===== src/hw/rtl/rmq_pkg.sv =====
package rmq_pkg;

   // Fixed point format: signed Q2.FRAC_BITS
   localparam int FRAC_BITS = 16;
   localparam int VAL_W     = FRAC_BITS + 2;
   localparam int EXT_W     = VAL_W + 3;           // trace and combination math
   localparam int D_W       = VAL_W + 1;           // off-diagonal sum or difference
   localparam int T_W       = VAL_W + 1;           // clamped combination, unsigned
   localparam int N_W       = T_W + FRAC_BITS;     // square root radicand
   localparam int SQ_W      = N_W + (N_W % 2);
   localparam int ROOT_W    = SQ_W / 2;
   localparam int DV_W      = ROOT_W + 1;          // divisor 2*root
   localparam int Q_W       = VAL_W + 1;           // quotient magnitude bits

   typedef logic signed [VAL_W-1:0] val_type;
   typedef logic signed [D_W-1:0]   diff_type;
   typedef logic [1:0]              branch_type;

   // Branch codes
   localparam branch_type BR_TRACE = 2'd0;
   localparam branch_type BR_X     = 2'd1;
   localparam branch_type BR_Y     = 2'd2;
   localparam branch_type BR_Z     = 2'd3;

   localparam val_type VAL_MAX = val_type'((1 << (VAL_W - 1)) - 1);
   localparam val_type VAL_MIN = val_type'(-(1 << (VAL_W - 1)));

   // Data that rides along the square root pipeline
   typedef struct packed {
      branch_type branch;
      diff_type   dx;
      diff_type   dy;
      diff_type   dz;
      diff_type   dw;
   } side_type;

endpackage


===== src/hw/rtl/rmq_isqrt.sv =====
module rmq_isqrt (
   input  logic                          clock,
   input  logic                          reset,
   input  logic                          en,
   input  logic                          in_valid,
   input  logic [rmq_pkg::T_W-1:0]       in_t,
   input  rmq_pkg::side_type             in_side,
   output logic                          out_valid,
   output logic [rmq_pkg::ROOT_W-1:0]    out_root,
   output rmq_pkg::side_type             out_side
);
   import rmq_pkg::*;

   logic                valid_ff [0:ROOT_W];
   logic [SQ_W-1:0]     n_ff     [0:ROOT_W];
   logic [ROOT_W+1:0]   rem_ff   [0:ROOT_W];
   logic [ROOT_W-1:0]   root_ff  [0:ROOT_W];
   side_type            side_ff  [0:ROOT_W];

   // Load stage: radicand is t scaled by 2^FRAC_BITS
   always_ff @(posedge clock) begin
      if (reset) begin
         valid_ff[0] <= 1'b0;
      end else if (en) begin
         valid_ff[0] <= in_valid;
      end
      if (en) begin
         n_ff[0]    <= SQ_W'(in_t) << FRAC_BITS;
         rem_ff[0]  <= '0;
         root_ff[0] <= '0;
         side_ff[0] <= in_side;
      end
   end

   // One root bit per stage
   for (genvar g = 0; g < ROOT_W; g++) begin : g_bit
      logic [ROOT_W+1:0] rem_sh;
      logic [ROOT_W+1:0] trial;
      logic              ge;

      assign rem_sh = {rem_ff[g][ROOT_W-1:0], n_ff[g][SQ_W-1 -: 2]};
      assign trial  = {root_ff[g], 2'b01};
      assign ge     = (rem_sh >= trial);

      always_ff @(posedge clock) begin
         if (reset) begin
            valid_ff[g+1] <= 1'b0;
         end else if (en) begin
            valid_ff[g+1] <= valid_ff[g];
         end
         if (en) begin
            n_ff[g+1]    <= n_ff[g] << 2;
            rem_ff[g+1]  <= ge ? (rem_sh - trial) : rem_sh;
            root_ff[g+1] <= {root_ff[g][ROOT_W-2:0], ge};
            side_ff[g+1] <= side_ff[g];
         end
      end
   end

   assign out_valid = valid_ff[ROOT_W];
   assign out_root  = root_ff[ROOT_W];
   assign out_side  = side_ff[ROOT_W];

endmodule


===== config.mk =====
export PLATFORM = sky130hd
export DESIGN_NAME = rmq_isqrt
export DESIGN_NICKNAME = d
export VERILOG_FILES = /design/src/hw/rtl/rmq_pkg.sv /design/src/hw/rtl/rmq_isqrt.sv
export SDC_FILE = /design/constraint.sdc
export NUM_CORES = 2
export LEC_CHECK = 0
export BUFFER_PORTS_ARGS = -buffer_cell sky130_fd_sc_hd__buf_2
export CORE_MARGIN = 2
export CORE_UTILIZATION = 56
export DETAILED_ROUTE_END_ITERATION = 6
export PLACE_DENSITY_LB_ADDON = 0.25
export SLEW_MARGIN = 30
export SYNTH_ARGS = -nofsm -noshare
export SYNTH_HDL_FRONTEND = slang
export SYNTH_SLANG_ARGS = --single-unit

===== constraint.sdc =====
create_clock -name clock -period 5.32 [get_ports clock]
set_input_delay 0.532 -clock clock [delete_from_list [all_inputs] [get_ports clock]]
set_output_delay 0.532 -clock clock [all_outputs]
set_load 0.02 [all_outputs]

==> impl_metrics.csv <==
group,metric,value,unit
cts,clk_pin_slew_worst_paths,60,ps
power,p_leak,30.1,nW
grt,grt_usage,0.149,
status,status,"finished with violations",
synthesis,synth_edf_count,2056,
synthesis,netlist_area,73400,µm²
cells_and_area,design_area,84000,µm²
synthesis,synthDistinctLibCells,81,
floorplan,initial_core_util,0.566,
status,violations,"DRC",
placement,portBuffers,197,
drt,avgRoutedWirePerCell,16.0,µm
worst_setup_path,crit_arrival,4190,ps
cts,clock_latency,800,ps
synthesis,syn_nets,4097,
grt,grt_overflow,0,
placement,dp_hpwl,56900,µm
timing,skew,30.2,ps
cts,cts_tree,"built",
drt,num_vias,32000,
synthesis,syn_inst,3815,
power,peakVddDrop,433,µV
synthesis,ys_seq_area_frac,0.841,
worst_setup_path,crit_fanout,16,
timing,slew_headroom,0.352,
power,power,35.4,mW
grt,grt_pass1_wl,162000,µm
floorplan,dieWidth,366,µm
worst_setup_path,crit_start,"rem_ff[16][0]",
drt,drt_iter0_markers,2249,
worst_setup_path,r2r_cells,8,
cts,clkSinkCount,2056,
synthesis,synth_area_per_cell,19.2,µm²
synthesis,synth-main-ff-cell,"edfxtp_1",
placement,place_area,76800,µm²
drt,drc,1,
drt,wirelength,99500,µm
timing,setup_viol,0,
drt,first_pass_iters,7,
synthesis,synthTopCellsByArea,"edfxtp_1 (84%), ha_1 (3.0%), inv_1 (1.1%), xor2_1 (1.1%), xnor2_1 (0.94%)",
floorplan,rows,132,
timing,min_period,3680,ps
hold_path,worstHoldStart,"en",
cells_and_area,syn_to_final_growth,14.4,%
timing,tns,0,ps
synthesis,synth_warnings,0,
timing,fmax,272,MHz
placement,gp_congestion,0.862,
worst_setup_path,endpoint,"rem_ff[17][17]",
synthesis,synth_top_area_cell,"edfxtp_1",
worst_setup_path,cp_data_required_time,5840,ps
cells_and_area,fin_nets,4590,
cells_and_area,layout-drive-gt1-share,0.128,
worst_setup_path,r2r_slack,1640,ps
synthesis,ys_ff_latch,2056,
floorplan,dieHeight,366,µm
grt,grt_pass1_vias,32300,
drt,viasPerCell,5.15,
worst_setup_path,regToRegEndpoint,"rem_ff[17][17]",
cts,clock_path_buffers,3,
timing,tightest_slew,972,ps
cts,cts_root_buf,"clkbuf_16",
worst_setup_path,crit_path_start_kind,"register",
grt,grt_max_degree,186,
hold_path,min_path_type,"input pin to register",
drt,antenna_left,0,
floorplan,ioPinCount,198,
worst_setup_path,path_class,"register to register",
grt,antenna_found_initial,1,
cts,cts_setup_buffers,0,
cts,h-tree-depth,4,
worst_setup_path,r2r-start,"rem_ff[16][0]",
timing,fin_hold_ws,243,ps
cts,numCtsBuffers,196,
timing,hold_viol,0,
cts,holdBufCountCts,98,
floorplan,die_area,134000,µm²
timing,period_share,0.691,
cts,post_cts_resized,0,
timing,finalMaxSlewViolations,0,
worst_setup_path,end_kind,"register",
timing,rsz0062_at_grt,"false",
cells_and_area,postLayoutCoreUtil,0.647,
job,cap_viol_max_count,0,
floorplan,design.core.area,130000,µm²
synthesis,synth_top_area_share,0.841,
power,cellPowerDensity,421,nW/µm²
synthesis,synthArstFlopShare,0,
-- where the power goes --
group          switching (mW)  internal [mW]  leakage [nW]
clock network            5.65           7.44          2.99
logic                    1.49           1.06          7.15
registers               0.475           19.3          19.9
-- stage by stage --
step / setup slack (ps) / instances
2_1_floorplan: 2110 / 3815
3_3_place_gp: 1510 / 5754
3_5_place_dp: 1420 / 5754
4_1_cts: 1400 / 6204
5_1_grt: 1380 / 6204
6_report: 1640 / 6206
-- worst min path at each step --
stage	end	slack, ps	depth (start not counted)
4_1_cts	side_ff[0][24]	250	1
5_1_grt	side_ff[0][24]	270	1
3_5_place_dp	n_ff[2][26]	400	0
3_3_place_gp	side_ff[15][50]	400	0
6_report	side_ff[0][24]	240	1
2_1_floorplan	n_ff[1][16]	400	0
-- cells by family after synthesis --
| group | Yosys count | share of synthesized area |
|---|---|---|
| XOR/XNOR | 172 | 0.0205 |
| other | 1 | 0.0000511 |
| flip-flops | 2056 | 0.841 |
| AO/OA/AOI/OAI | 495 | 0.0436 |
| AND/OR/NAND/NOR | 591 | 0.0409 |
| buffers and inverters | 260 | 0.0136 |
| multiplexers | 59 | 0.00891 |
| adder cells (fa/ha/maj) | 181 | 0.0316 |
-- state kept, by name, summed over array words and instances, names as in the netlist --
signal,cells
valid_ff,19
root_ff,171
n_ff,109
side_ff,1482
rem_ff,275
-- area by class of cell --
| type | count | area [µm²] |
|---|---|---|
| Fill cell | 8727 | 45800 |
| Clock buffer | 239 | 5090 |
| Clock inverter | 113 | 1070 |
| Sequential cell | 2056 | 61700 |
| Tap cell | 1742 | 2180 |
| Inverter | 226 | 848 |
| Multi-Input combinational cell | 1499 | 10700 |
| Timing Repair Buffer | 329 | 2340 |
| Antenna cell | 2 | 5.00 |
-- metal layers --
layer / vias up / wire length (µm) / GRT usage
met5: - / 0 / 0
met4: 0 / 2920 / 0.0592
met3: 208 / 3970 / 0.0331
met2: 562 / 50500 / 0.257
met1: 15400 / 42100 / 0.184
li1: 15800 / - / -
-- cells in the final DEF, fill, tap and decap left out, drive strengths merged, types with 13 or more instances in the layout --
cell type       n
nor2          150
clkbuf        239
o21a           35
dlygate4sd3    98
xnor2          79
or2            15
and2           29
buf           231
nand2         130
nor2b          17
inv           226
a21oi         123
bufinv         13
xor2           93
o21ai         128
o211ai         13
nand4          21
nor4           31
ha            174
o31ai          23
or3            32
or4            23
edfxtp       2056
clkinv         98
a211oi         32
mux2           51
a21o           40
nor3           58
a31oi          23
nand3          37
-- critical path: stages, from the launching register on --
cell	delay (ps)
edfxtp_1	480
ha_1	270
fa_1	430
a211oi_1	340
o21ai_0	250
a221oi_2	440
a22oi_1	230
a31oi_4	560
mux2_2	410
-- Yosys cell counts, drive strengths merged (10+ instances only) --
master / count
nand2b: 11
buf: 11
a211oi: 32
clkbuf: 23
and2: 29
a31oi: 23
nor2: 150
xnor2: 79
nor3: 58
inv: 224
or3: 32
nor2b: 17
o21bai: 10
nor4: 31
nand3: 37
or4: 23
and3: 10
a21o: 40
o21a: 35
edfxtp: 2056
a21oi: 123
nand2: 130
mux2: 51
o211ai: 13
ha: 174
xor2: 93
nand4: 21
o21ai: 128
or2: 15
o31ai: 23
(Power assumes the default switching activity.)
